==> config.mk <==
export PLATFORM = sky130hd
export DESIGN_NAME = dtfe_cfg
export DESIGN_NICKNAME = d
export VERILOG_FILES = /design/src/rtl/dtfe_pkg.sv /design/src/rtl/dtfe_cfg.sv
export SDC_FILE = /design/constraint.sdc
export NUM_CORES = 1
export LEC_CHECK = 0
export BUFFER_PORTS_ARGS = -buffer_cell sky130_fd_sc_hd__buf_2
export CAP_MARGIN = 20
export CELL_PAD_IN_SITES_DETAIL_PLACEMENT = 1
export CELL_PAD_IN_SITES_GLOBAL_PLACEMENT = 1
export CORE_ASPECT_RATIO = 0.75
export CORE_MARGIN = 10
export CORE_UTILIZATION = 38
export CTS_BUF_LIST = sky130_fd_sc_hd__clkbuf_16
export CTS_CLUSTER_DIAMETER = 60
export DETAILED_ROUTE_END_ITERATION = 12
export GPL_ROUTABILITY_DRIVEN = 0
export HOLD_SLACK_MARGIN = 0.12
export PLACE_DENSITY = 0.82
export RECOVER_POWER = 100
export SLEW_MARGIN = 0
export SYNTH_ARGS = -nofsm -noshare
export SYNTH_HDL_FRONTEND = slang
export SYNTH_SLANG_ARGS = --single-unit
==> constraint.sdc <==
create_clock -name clk -period 1.7 [get_ports clk]
set_input_delay 0.34 -clock clk [delete_from_list [all_inputs] [get_ports clk]]
set_output_delay 0.34 -clock clk [all_outputs]
set_load 0.01 [all_outputs]
==> src/rtl/dtfe_pkg.sv <==
// Package for the diesel trip fuel economy block.
// Holds the register map, reset values, shared structs and fixed-point constants.
// Used by dtfe_cfg, dtfe_div and diesel_trip_fuel_economy; depends on nothing.
`timescale 1ns / 1ps
`default_nettype none

package dtfe_pkg;

  localparam int CFG_IDX_W  = 3;
  localparam int CFG_DATA_W = 16;

  typedef enum logic [CFG_IDX_W-1:0] {
    REG_MIN_RPM     = 3'd0,
    REG_MAX_DT_MS   = 3'd1,
    REG_AFR_BASE    = 3'd2,
    REG_AFR_SLOPE   = 3'd3,
    REG_AFR_FLOOR   = 3'd4,
    REG_MAF_COEFF   = 3'd5,
    REG_FUEL_DENS   = 3'd6,
    REG_ATM_KPA     = 3'd7
  } cfg_reg_t;

  typedef struct packed {
    logic [13:0] min_rpm;
    logic [15:0] max_dt_ms;
    logic [9:0]  afr_base_tenths;
    logic [7:0]  afr_slope_hundredths;
    logic [9:0]  afr_floor_tenths;
    logic [15:0] maf_coeff_micro;
    logic [10:0] fuel_density_gpl;
    logic [10:0] atm_tenths_kpa;
  } cfg_t;

  localparam logic [13:0] RST_MIN_RPM    = 14'd400;
  localparam logic [15:0] RST_MAX_DT_MS  = 16'd2000;
  localparam logic [9:0]  RST_AFR_BASE   = 10'd500;
  localparam logic [7:0]  RST_AFR_SLOPE  = 8'd32;
  localparam logic [9:0]  RST_AFR_FLOOR  = 10'd160;
  localparam logic [15:0] RST_MAF_COEFF  = 16'd1850;
  localparam logic [10:0] RST_FUEL_DENS  = 11'd835;
  localparam logic [10:0] RST_ATM_KPA    = 11'd1013;

  // Shared divider operand widths.
  localparam int DIV_NUM_W = 64;
  localparam int DIV_DEN_W = 48;
  localparam int DIV_CNT_W = $clog2(DIV_NUM_W);

  typedef struct packed {
    logic busy;
    logic done;
  } div_stat_t;

  localparam int FUEL_W = 48;
  localparam int DIST_W = 40;

  localparam logic [FUEL_W-1:0] FUEL_MAX    = {FUEL_W{1'b1}};
  localparam logic [DIST_W-1:0] DIST_MAX    = {DIST_W{1'b1}};
  localparam logic [FUEL_W-1:0] FUEL_MIN_NL = FUEL_W'(100000);
  localparam logic [10:0]       BOOST_MAX   = 11'd2047;

  localparam logic [13:0] TEMP_OFFSET   = 14'd2732;
  localparam logic [9:0]  NL_PER_UL     = 10'd1000;
  localparam logic [16:0] AVG_SCALE     = 17'd100000;
  // floor(2^32 / 18) for the millimetre conversion, corrected by one step.
  localparam logic [27:0] RECIP18       = 28'd238609294;
  localparam int          RECIP18_SHIFT = 32;
  localparam logic [4:0]  MM_DIVISOR    = 5'd18;

endpackage

`default_nettype wire

==> src/rtl/dtfe_cfg.sv <==
// Configuration register file of the diesel trip fuel economy block.
// Eight registers written over a valid/ready channel; depends on dtfe_pkg.
`timescale 1ns / 1ps
`default_nettype none

module dtfe_cfg (
  input  wire logic                              clk,
  input  wire logic                              rst,
  input  wire logic                              cfg_valid,
  output logic                                   cfg_ready,
  input  wire logic [dtfe_pkg::CFG_IDX_W-1:0]    cfg_index,
  input  wire logic [dtfe_pkg::CFG_DATA_W-1:0]   cfg_data,
  output dtfe_pkg::cfg_t                         cfg
);

  assign cfg_ready = 1'b1;

  always_ff @(posedge clk) begin
    if (rst) begin
      cfg.min_rpm              <= dtfe_pkg::RST_MIN_RPM;
      cfg.max_dt_ms            <= dtfe_pkg::RST_MAX_DT_MS;
      cfg.afr_base_tenths      <= dtfe_pkg::RST_AFR_BASE;
      cfg.afr_slope_hundredths <= dtfe_pkg::RST_AFR_SLOPE;
      cfg.afr_floor_tenths     <= dtfe_pkg::RST_AFR_FLOOR;
      cfg.maf_coeff_micro      <= dtfe_pkg::RST_MAF_COEFF;
      cfg.fuel_density_gpl     <= dtfe_pkg::RST_FUEL_DENS;
      cfg.atm_tenths_kpa       <= dtfe_pkg::RST_ATM_KPA;
    end else if (cfg_valid && cfg_ready) begin
      unique case (dtfe_pkg::cfg_reg_t'(cfg_index))
        dtfe_pkg::REG_MIN_RPM:   cfg.min_rpm              <= cfg_data[13:0];
        dtfe_pkg::REG_MAX_DT_MS: cfg.max_dt_ms            <= cfg_data[15:0];
        dtfe_pkg::REG_AFR_BASE:  cfg.afr_base_tenths      <= cfg_data[9:0];
        dtfe_pkg::REG_AFR_SLOPE: cfg.afr_slope_hundredths <= cfg_data[7:0];
        dtfe_pkg::REG_AFR_FLOOR: cfg.afr_floor_tenths     <= cfg_data[9:0];
        dtfe_pkg::REG_MAF_COEFF: cfg.maf_coeff_micro      <= cfg_data[15:0];
        dtfe_pkg::REG_FUEL_DENS: cfg.fuel_density_gpl     <= cfg_data[10:0];
        dtfe_pkg::REG_ATM_KPA:   cfg.atm_tenths_kpa       <= cfg_data[10:0];
        default: ;
      endcase
    end
  end

endmodule

`default_nettype wire

Yosys cells after proc, flatten, opt, wreduce, memory -nomap -nowiden
Cells that the tools add are included.
{"block": "classes", "n_eq_ne": 7, "reduce_logical": 9}
{"cell": "$reduce_and 2->1", "count": 8}
{"cell": "$eq 3x3->1 const B", "count": 4}
{"cell": "$eq 3x2->1 const B", "count": 2}
{"cell": "$eq 3x1->1 const B", "count": 1}
{"cell": "$logic_not 3->1", "count": 1}
{"block": "word_totals", "register_bits": 96, "inputBits": 22, "out_inout_bits": 97}

Logic depth before layout (Yosys ltp)
{"block": "logic_depth", "word_depth": 2, "ltp_mapped": 5, "ltp_nobuf": 2}

Least setup slack after synthesis
OpenSTA, ideal clock, no wires.
{"block": "synth_timing", "path_type": "input port to flip-flop", "from": "input cfg_index[0] in the netlist's numbering", "to": "register cfg[90] in the netlist's numbering", "setup_ns": 0.131, "t_arrival_ns": 1.264, "required_time_ns": 1.569, "slack_ns": 0.305, "path_stages": 4, "n_path_buf": 2, "path_cell_list": "or4b_1 > buf_2 > buf_6 > mux2i_1"}
{"block": "synth_via", "elab_chain_cells": 2}
{"element": "start, declared", "line": "dtfe_cfg.sv:11", "source": "input wire logic [dtfe_pkg::CFG_IDX_W-1:0] cfg_index,"}
{"element": "$logic_not 3->1", "line": "dtfe_cfg.sv:29", "source": "unique case (dtfe_pkg::cfg_reg_t'(cfg_index))"}
{"element": "$reduce_and 2->1 (no source line)"}
{"element": "end, declared", "line": "dtfe_cfg.sv:13", "source": "output dtfe_pkg::cfg_t cfg"}
Every way passes these cells.
A chain may end at the register's enable or synchronous reset.

==> reports/metrics.csv <==
metric,value,unit
outcome,"complete, no violations",
RSZ-0062 raised after global routing,no,
hpwl dp,8749,um
Gate Count Post-Synth,355,
Final Total Pwr,4.802,mW
GRT overflow,0,
pwr dens,1014,nW/um^2
post_cts resized,0,
Largest regs,cfg: 96 flops,
critical-path maximum fanout,39,
CP bufs+invs,3,
CP max-delay cell,clkbuf_2,
Avg WL per Cell,19.04,um
Worst EP required,1.92,ns
Fill cells,1167,
max reg flops,96,
PnR worst setup slack,0.3410,ns
final hold violations,0,
Compound-Gate Fraction of Synth Area,0,
Initial Utilization,0.3901,
Initial DRC Count,97,
worst-skew pair later-pin latency,0.34,ns
row count,31,
XOR/XNOR Fraction of Synth Area,0,
post-synthesis adder-cell area fraction,0,
Placed Area,4558,um^2
worst-margin pin slew,0.7372,ns
critical path type,input pin to register,
Register Area,1922,um^2
hold_buf cts,0,
pre-CTS setup slack,0.1178,ns
clock root cell,clkbuf_16,
Core Region,9697,um^2
htree depth,3,
register area share after synthesis,0.5081,
#FFs+latches synth,96,
clock transition at the registers of the reported paths,0.06,ns
Rel. slew slack,0.5085,
"Warnings, synthesis",0,
Hold Crit Class,input pin to register,
Tmin final,1.359,ns
unique cell type count in the Yosys netlist,16,
# DRC,0,
Port Buffer Count,117,
Setup Skew,0,ns
"top cells by area, synth","dfxtp_1 51%, mux2i_1 25%, nand2b_1 12%, nor2_1 4.9%, buf_2 2.0%",
fin crit share,0.7994,
Top delay family on crit path,buffers and inverters,
Biggest register,cfg,
Via density,4.755,
syn_nets,377,
share of layout cells above drive strength 1,0.1083,
Die X,135.2,um
clock buffer depth,2,
Max VDD drop,533.7,uV
reg-to-reg startpoint,cfg[91],
Critical Path Start Type,input pin,
"slowest stage delay, CP",0.42,ns
syn_area_per_cell,10.65,um^2
first-pass iteration count of the detailed router,4,
final std cells w/o fill,613,
gr usage total,0.1602,
Setup TNS,0,ns
# Max-Cap Violations,0,
largest family of logic cells by synthesized area,multiplexers,
dpl cells,596,
top-level I/O count,119,
initial antenna violation count,1,
Setup Buffers After CTS,0,
hold_sp,cfg_data[8],
largest net degree at the start of global routing,40,
area share of the largest cell type after synthesis,0.5081,
final slew viol count,0,
Synth area leader,dfxtp_1,
CTS sink cnt,96,
first-pass GRT wire length,18080,um
fmax,0.7358,GHz
final setup fails,0,
Die Area,14390,um^2
via count,2915,
vias in the first global route,3192,
synthesized cell area,3782,um^2
Routed Wire Length,11670,um
Final ANT Viol Nets,0,
Num CTS Buffers,9,
Worst Setup End Kind,register,
area growth from synthesis to layout,25.24,%
Leakage Power,2.177,nW
"Critical Path, Cell by Cell",clkbuf_2 > buf_12 > nor2_1 > clkbuf_1 > mux2i_1,
# nets final,497,
"Data arrival, critical path",1.58,ns
CP startpoint,rst,
WHS,0.2673,ns
post-route cell area,4737,um^2
Vert. Die Dim,106.4,um
CTS tree,yes,
area occupied by multi-input gates,1720,um^2
mux share of post-synthesis cell area,0.2541,
Util after Layout,0.4885,
Post-Synth Simple-Gate Area,0.1998,
## layout by cell type, fill, tap and decap left out
cell | netlist | layout
clkbuf_1 | 9 | 100
mux2i_1 | 96 | 96
dfxtp_1 | 96 | 96
nand2b_1 | 74 | 74
nor2_1 | 49 | 49
buf_2 | 15 | 19
buf_4 | 2 | 16
clkbuf_16 | 0 | 9
nand4bb_1 | 3 | 3
nand4b_1 | 3 | 3
and4b_1 | 2 | 2
clkinv_2 | 0 | 2
bufinv_16 | 0 | 2
diode_2 | 0 | 1
and4bb_2 | 1 | 1
nand4_1 | 1 | 1
or4b_1 | 1 | 1
conb_1 | 1 | 1
inv_6 | 0 | 1
clkinv_1 | 0 | 1
inv_1 | 0 | 1
clkbuf_2 | 1 | 1
buf_12 | 0 | 1
## final timing paths
| path | depth (start not counted) | endpoint | slack, ns |
|---|---|---|---|
| hold / removal | 3 | cfg[46] | 0.27 |
| setup / recovery | 5 | cfg[30] | 0.34 |
| hold reg to reg | 2 | cfg[36] | 0.47 |
| setup reg to reg | 2 | cfg[91] | 0.99 |
## routing by layer
layer | up-vias | global-route usage | share of wire
met4 | 0 | 0.02761 | 0.0023
met2 | 80 | 0.2662 | 0.47
met3 | 5 | 0.07573 | 0.077
li1 | 1415 | - | -
met1 | 1415 | 0.1862 | 0.45
met5 | - | 0 | 0
## final cells by class
class	instances	share of cell area
diodes	1	0.0005283
flip-flops and latches	96	0.4057
well taps	132	0.03487
clock inverters	7	0.01823
repair buffers	137	0.1300
clock buffers	9	0.04754
multi-input cells	231	0.3632
## report_power, final
group / internal, mW / switching (mW)
registers: 2.30 / 0.0311
logic: 0.144 / 0.207
clock network: 1.28 / 0.842
total: 3.72 / 1.08
## worst reg2reg max path, stage by stage (launching register included)
cell and delay [ns]:
dfxtp_1 0.36, nand2b_1 0.07, mux2i_1 0.19
## Yosys cell counts
cell type / count
buf_6: 1
dfxtp_1: 96
nand4b_1: 3
clkbuf_2: 1
conb_1: 1
and4b_1: 2
nand2b_1: 74
clkbuf_1: 9
buf_4: 2
nor2_1: 49
nand4_1: 1
and4bb_2: 1
mux2i_1: 96
buf_2: 15
nand4bb_1: 3
or4b_1: 1
## kinds of logic (layout without fill, tap and decap cells)
| logic type | count (synthesis) | in the layout |
|---|---|---|
| buffers and inverters | 28 | 153 |
| DFF | 96 | 96 |
| muxes | 96 | 96 |
| other | 1 | 2 |
| and+or+nand+nor | 134 | 134 |
Power figures use the tool's default switching activity.
