--- src/rtl/dtfe_pkg.sv ---
// Package for the diesel trip fuel economy block.
// Holds the register map, reset values, shared structs and fixed-point constants.
// Used by dtfe_cfg, dtfe_div and diesel_trip_fuel_economy; depends on nothing.
`timescale 1ns / 1ps
`default_nettype none

package dtfe_pkg;

  localparam int CFG_IDX_W  = 3;
  localparam int CFG_DATA_W = 16;

  typedef enum logic [CFG_IDX_W-1:0] {
    REG_MIN_RPM     = 3'd0,
    REG_MAX_DT_MS   = 3'd1,
    REG_AFR_BASE    = 3'd2,
    REG_AFR_SLOPE   = 3'd3,
    REG_AFR_FLOOR   = 3'd4,
    REG_MAF_COEFF   = 3'd5,
    REG_FUEL_DENS   = 3'd6,
    REG_ATM_KPA     = 3'd7
  } cfg_reg_t;

  typedef struct packed {
    logic [13:0] min_rpm;
    logic [15:0] max_dt_ms;
    logic [9:0]  afr_base_tenths;
    logic [7:0]  afr_slope_hundredths;
    logic [9:0]  afr_floor_tenths;
    logic [15:0] maf_coeff_micro;
    logic [10:0] fuel_density_gpl;
    logic [10:0] atm_tenths_kpa;
  } cfg_t;

  localparam logic [13:0] RST_MIN_RPM    = 14'd400;
  localparam logic [15:0] RST_MAX_DT_MS  = 16'd2000;
  localparam logic [9:0]  RST_AFR_BASE   = 10'd500;
  localparam logic [7:0]  RST_AFR_SLOPE  = 8'd32;
  localparam logic [9:0]  RST_AFR_FLOOR  = 10'd160;
  localparam logic [15:0] RST_MAF_COEFF  = 16'd1850;
  localparam logic [10:0] RST_FUEL_DENS  = 11'd835;
  localparam logic [10:0] RST_ATM_KPA    = 11'd1013;

  // Shared divider operand widths.
  localparam int DIV_NUM_W = 64;
  localparam int DIV_DEN_W = 48;
  localparam int DIV_CNT_W = $clog2(DIV_NUM_W);

  typedef struct packed {
    logic busy;
    logic done;
  } div_stat_t;

  localparam int FUEL_W = 48;
  localparam int DIST_W = 40;

  localparam logic [FUEL_W-1:0] FUEL_MAX    = {FUEL_W{1'b1}};
  localparam logic [DIST_W-1:0] DIST_MAX    = {DIST_W{1'b1}};
  localparam logic [FUEL_W-1:0] FUEL_MIN_NL = FUEL_W'(100000);
  localparam logic [10:0]       BOOST_MAX   = 11'd2047;

  localparam logic [13:0] TEMP_OFFSET   = 14'd2732;
  localparam logic [9:0]  NL_PER_UL     = 10'd1000;
  localparam logic [16:0] AVG_SCALE     = 17'd100000;
  // floor(2^32 / 18) for the millimetre conversion, corrected by one step.
  localparam logic [27:0] RECIP18       = 28'd238609294;
  localparam int          RECIP18_SHIFT = 32;
  localparam logic [4:0]  MM_DIVISOR    = 5'd18;

endpackage

`default_nettype wire

--- src/rtl/dtfe_div.sv ---
// Shared iterative restoring divider, one quotient bit per cycle.
// Used for both the fuel volume and the trip average; depends on dtfe_pkg.
`timescale 1ns / 1ps
`default_nettype none

module dtfe_div (
  input  wire logic                             clk,
  input  wire logic                             rst,
  input  wire logic                             start,
  input  wire logic [dtfe_pkg::DIV_NUM_W-1:0]   num,
  input  wire logic [dtfe_pkg::DIV_DEN_W-1:0]   den,
  output logic [dtfe_pkg::DIV_NUM_W-1:0]        quot,
  output dtfe_pkg::div_stat_t                   stat
);

  logic [dtfe_pkg::DIV_DEN_W-1:0] rem;
  logic [dtfe_pkg::DIV_DEN_W-1:0] divisor;
  logic [dtfe_pkg::DIV_CNT_W-1:0] cnt;
  logic [dtfe_pkg::DIV_DEN_W:0]   shifted;
  logic                           fits;

  assign shifted = {rem, quot[dtfe_pkg::DIV_NUM_W-1]};
  assign fits    = shifted >= {1'b0, divisor};

  always_ff @(posedge clk) begin
    if (rst) begin
      stat.busy <= 1'b0;
      stat.done <= 1'b0;
    end else begin
      stat.done <= 1'b0;
      if (start && !stat.busy) begin
        stat.busy <= 1'b1;
        cnt       <= '0;
        quot      <= num;
        rem       <= '0;
        divisor   <= den;
      end else if (stat.busy) begin
        if (fits) begin
          rem <= dtfe_pkg::DIV_DEN_W'(shifted - {1'b0, divisor});
        end else begin
          rem <= shifted[dtfe_pkg::DIV_DEN_W-1:0];
        end
        quot <= {quot[dtfe_pkg::DIV_NUM_W-2:0], fits};
        cnt  <= cnt + 1'b1;
        if (cnt == {dtfe_pkg::DIV_CNT_W{1'b1}}) begin
          stat.busy <= 1'b0;
          stat.done <= 1'b1;
        end
      end
    end
  end

endmodule

`default_nettype wire

--- config.mk ---
export PLATFORM = sky130hd
export DESIGN_NAME = dtfe_div
export DESIGN_NICKNAME = d
export VERILOG_FILES = /design/src/rtl/dtfe_pkg.sv /design/src/rtl/dtfe_div.sv
export SDC_FILE = /design/constraint.sdc
export NUM_CORES = 1
export LEC_CHECK = 0
export BUFFER_PORTS_ARGS = -buffer_cell sky130_fd_sc_hd__buf_2
export CAP_MARGIN = 25
export CORE_ASPECT_RATIO = 2
export CORE_MARGIN = 2
export CORE_UTILIZATION = 41
export DETAILED_ROUTE_END_ITERATION = 10
export SETUP_SLACK_MARGIN = 0.02
export SYNTH_ARGS = -nofsm -noshare
export SYNTH_HDL_FRONTEND = slang
export SYNTH_SLANG_ARGS = --single-unit
--- constraint.sdc ---
create_clock -name clk -period 7.95 [get_ports clk]
set_clock_uncertainty 0.05 [all_clocks]
set_input_delay 0.3975 -clock clk [delete_from_list [all_inputs] [get_ports clk]]
set_output_delay 0.3975 -clock clk [all_outputs]
set_load 0.05 [all_outputs]
# After elaboration in Yosys (flattened, before gate mapping)

Index checks and enable logic that the tools add are counted.

Equality and inequality tests: 1
Bitwise logic cells: 2
Add/sub/neg operators: 2
$lt $le $gt $ge: 1
Mux-type cells: 8
Reduce and logical (&&, ||, !) cells: 6

Operator list:

| kind                  | number |
|---|---|
| $mux W64              | 2 |
| $mux W48              | 2 |
| $ge A49 B48 Y1        | 1 |
| $sub A48 B48 Y48      | 1 |
| $add A6 B1 Y6 const B | 1 |
| $eq A6 B6 Y1 const B  | 1 |
| $mux W6               | 1 |
| $mux W2               | 2 |
| $reduce_and A2 Y1     | 2 |
| $reduce_or A3 Y1      | 1 |
| $not A1 Y1            | 2 |
| $reduce_bool A2 Y1    | 1 |
| $logic_and A1 B1 Y1   | 1 |
| $logic_not A1 Y1      | 1 |
| $mux W1               | 1 |

Register bits: 168
Bits of input ports: 115
Output and inout bits: 66

# Depth between registers and ports, before layout

Depth after elaboration: 4
Mapped depth: 14

# Worst setup path after synthesis

Ideal clock, no wire load.

Path type: reg-to-reg
From: register stat[1] (netlist name)
To: register cnt[0] (netlist name), enable pin
Path slack: 1617 ps
Period minus slack after synthesis: 6333 ps
Data arrival time: 5685 ps
Data required time: 7302 ps
Cell stages (with the launch flop): 3
Path buffers: 0
Cell sequence: dfxtp_1 > nor2_1 > nor2_1

Longest elaborated chain between the ends: 4

RTL lines:

| item                                  | line           | text |
|---|---|---|
| from (decl)                           | dtfe_div.sv:13 | `output dtfe_pkg::div_stat_t stat` |
| $logic_not A1 Y1                      | dtfe_div.sv:31 | `if (start && !stat.busy) begin` |
| $logic_and A1 B1 Y1                   | dtfe_div.sv:31 |  |
| $reduce_bool A2 Y1 (no source line) * | -              |  |
| $reduce_and A2 Y1 (no source line) *  | -              |  |
| to (signal assigned)                  | dtfe_div.sv:44 | `cnt <= cnt + 1'b1;` |
| to (decl)                             | dtfe_div.sv:18 | `logic [dtfe_pkg::DIV_CNT_W-1:0] cnt;` |

Mark *: on every way between the ends. The rest lies on a longest branch, timed or not.
A chain may end at the register's enable or synchronous reset.

# Worst setup path in the final report

From: register rem[15] (netlist name)
To: register rem[46] (netlist name), data pin

Longest elaborated chain between the ends: 3
Elaborated cells on any way between the ends: 4
Classes of those cells: add/sub: 1; order compare: 1; mux: 2

RTL lines:

| item                                                      | line                           | text |
|---|---|---|
| from (decl)                                               | dtfe_div.sv:16                 | `logic [dtfe_pkg::DIV_DEN_W-1:0] rem;` |
| from (signal assigned)                                    | dtfe_div.sv:39                 | `rem <= dtfe_pkg::DIV_DEN_W'(shifted - {1'b0, divisor});` |
| from (signal assigned)                                    | dtfe_div.sv:41                 | `rem <= shifted[dtfe_pkg::DIV_DEN_W-1:0];` |
| $sub A48 B48 Y48 / $ge A49 B48 Y1 (equally long branches) | dtfe_div.sv:39, dtfe_div.sv:23 |  |
| $mux W48 *                                                | dtfe_div.sv:38                 | `if (fits) begin` |
| $mux W48 *                                                | dtfe_div.sv:37                 | `end else if (stat.busy) begin` |

Mark *: on every way between the ends. The rest lies on a longest branch, timed or not. The select of a mux whose other input is x is not followed.

==> results.yml <==
global_routing:
  antenna_found_initial: 0
  grt_pass1_vias: 8108
  grtUsageMet1_pct: 19.94
  top_usage_layer: "met2"
  grt_max_degree: 73
  gr-usage-met3_pct: 6.219
  met2_usage_pct: 38.73
  grt_pass1_wl_mm: 40.44
  grtUsageTotal_pct: 20.77
  grt_overflow: 0
yosys:
  syn-num-nets: 1138
  synth_adder_area_share_pct: 6.481
  async_flop_share_pct: 0
  synth_edf_count: 166
  synth_compound_area_share_pct: 12.55
  synth_seq_area_share_pct: 51.44
  synth_top_family_by_area: "simple AND/OR/NAND/NOR gates"
  yosysWarnings: 0
  synth_area_per_cell_um2: 10.04
  synth_area_leader_cell: "edfxtp_1"
  synthSimpleGateAreaFrac_pct: 17.18
  synth_area_um2: 9768
  ys_types: 63
  synth_xor_area_share_pct: 3.766
  synth_ff_type: "edfxtp_1"
  syn_inst: 973
  ys_top_cells_by_area: "edfxtp_1, nand2_1, ha_1"
  ys_ff_latch: 168
  synthMuxAreaShare_pct: 3.587
  synth_top_area_share_pct: 51.03
clock_tree:
  hold_buffers: 0
  insertion_delay_ns: 0.46
  postCtsSetupBuffers: 0
  clk_path_buf_depth: 2
  clk_pin_slew_worst_paths_ns: 0.08
  cts.repair.resized: 0
  cts_root_buffer: "clkbuf_16"
  numClockSinks: 168
  cts_tree: "built"
  cts-htree-levels: 4
  numCtsBuffers: 17
cells_and_area:
  fill_cells: 2280
  diodes: 0
  final_cell_mix: "nand2_1, buf_2, edfxtp_1"
  syn2layout_area_growth_pct: 17.24
  finalNetCount: 1300
  final_common_cell: "nand2_1"
  drive_above_1_share_pct: 21.52
  postLayoutCoreUtil_pct: 49.09
timing:
  min_period_ns: 3.868
  slew_violations: 0
  finalHoldViolCount: 0
  setup_violations: 0
  rsz0062_at_grt: "no"
  period_share_pct: 48.65
  setup-tns-final_ns: 0
  fmax_ghz: 0.2585
  worst_pin_slew_ns: 0.7761
  max_slew_margin_pct: 48.26
drt:
  viasPerCell: 5.326
  dr.pass1.iters: 8
  vias: 7622
  wl_mm: 25.14
  route.detailed.drc: 1
  wire_per_inst_um: 17.57
  antenna_left: 0
  drtIter0Drc: 360
power_and_ir_drop:
  pwr_density_cell_nw_per_um2: 231.9
  ir_worst_vdd_v: 0.0001562
  leakagePower_uw: 0.005121
worst_setup_path:
  rrSetupSlack_ns: 4.08
  crit_path_start: "rem[15]"
  endpoint_kind: "flip-flop"
  worst-setup-path-type: "flip-flop to flip-flop"
  worstPathRequired_ns: 8.09
  cp_cell_sequence: "ha_1 -> nand4_1 -> nor3_2 -> nand4_1 -> o221ai_2 -> a211oi_2 -> nor2_2 -> a211o_2 -> buf_4 -> o2111a_1 -> a211oi_2"
  cpMaxStageDelayCell: "a211o_2"
  regToRegStartpoint: "rem[15]"
  worst-endpoint-arrival_ns: 4.01
  worst_setup_path_start_kind: "flip-flop"
  critical_path.top_delay_family: "compound AO/OA/AOI/OAI gates"
  slowest_delay_ns: 0.60
  cp_num_buf_inv: 1
  worst_r2r_path_depth: 11
  r2r-end: "rem[46]"
  crit_fanout: 41
floorplan:
  row_count: 79
  io_pins: 181
  core_area_um2: 23330
  dieArea_um2: 25150
  initial_utilization_pct: 41.87
  die_y_um: 222.3
  die_x_um: 113.1
place:
  hpwl_mm: 18.52
  gp_congestion: 0.8418
  io_buffers: 180
status:
  status: "finished with violations"
  failed_checks: "DRC"
min_path:
  whs_path_depth: 1
  min_from: "den[39]"
  holdPathEnd: "divisor[39]"
  hold_path.class: "input pin to flip-flop"
job:
  max_cap_viol_count: 0
## registers in the layout (all words and copies together) (netlist names)
register  cells
quot         64
divisor      48
rem          48
cnt           6
stat          2
## cell type report
type | instances | area [µm²] | area share [%]
sequential | 168 | 5025 | 43.88
multi-input combinational | 694 | 4282 | 37.39
timing repair buffer | 188 | 980.9 | 8.566
clock buffer | 19 | 432.9 | 3.780
tap | 283 | 354.1 | 3.092
inverter | 66 | 247.7 | 2.163
clock inverter | 13 | 130.1 | 1.136
## cell usage after synthesis (all sizes together), types with 3 or more instances
cell type	n
nor3	15
o21ai	37
o211ai	3
o21bai	4
o21a	10
nor2	82
o22ai	4
a21o	23
buf	13
inv	66
a211oi	16
and2	6
ha	49
xor2	17
or3	5
xnor2	25
nand4	17
a221oi	4
a21oi	49
clkbuf	32
nand2	223
or2	5
nand2b	7
o31ai	3
mux2i	35
a211o	3
and3	4
nand3	25
edfxtp	166
a41oi	3
## routing by layer
metal | vias to the layer above | routed length [µm]
met4 | 0 | 1060
met5 | - | 0
met2 | 229 | 13680
li1 | 3742 | -
met1 | 3587 | 8953
met3 | 64 | 1450
## worst register-to-register path, stage by stage (launching register included)
cell and delay, ns:
edfxtp_1 0.41, ha_1 0.41, nand4_1 0.20, nor3_2 0.33, nand4_1 0.15, o221ai_2 0.24, a211oi_2 0.11, nor2_2 0.17
a211o_2 0.60, buf_4 0.59, o2111a_1 0.32, a211oi_2 0.04
## power breakdown
| part | leakage (µW) | internal, µW | total [µW] | switching [µW] |
|---|---|---|---|---|
| registers | 0.00160 | 1080 | 1120 | 38.8 |
| clock network | 0.000267 | 459 | 818 | 358 |
| logic | 0.00325 | 262 | 723 | 461 |
| total | 0.00512 | 1800 | 2660 | 858 |
## how the worst max path moves through the flow
| stage | endpoint | cells after the start |
|---|---|---|
| after CTS | rem[46] | 11 |
| after global placement | rem[46] | 11 |
| after detailed placement | rem[46] | 11 |
| after floorplan | cnt[0] | 2 |
| after global routing | rem[39] | 11 |
| final | rem[46] | 11 |
## through the flow
step	power, µW	worst slack, ns	hold WS, ns	std cells	area [µm²]
2_1_floorplan	1685	1.617	0.4268	973	9768
3_3_place_gp	1849	4.130	0.4725	1398	10860
3_5_place_dp	1857	4.022	0.4750	1398	10860
4_1_cts	2685	4.006	0.03993	1430	11420
5_1_grt	2792	3.802	0.04824	1431	11450
6_report	2656	4.082	0.06940	1431	11450
## kinds of logic (layout without fill, tap and decap cells)
| family | Yosys count | in the layout |
|---|---|---|
| AOI/OAI and AO/OA | 173 | 173 |
| xor gates and xnor gates | 42 | 42 |
| adders and majority gates | 50 | 50 |
| buffers and inverters | 111 | 286 |
| DFF | 168 | 168 |
| muxes | 35 | 35 |
| and+or+nand+nor | 394 | 394 |
(Power assumes the default switching activity.)
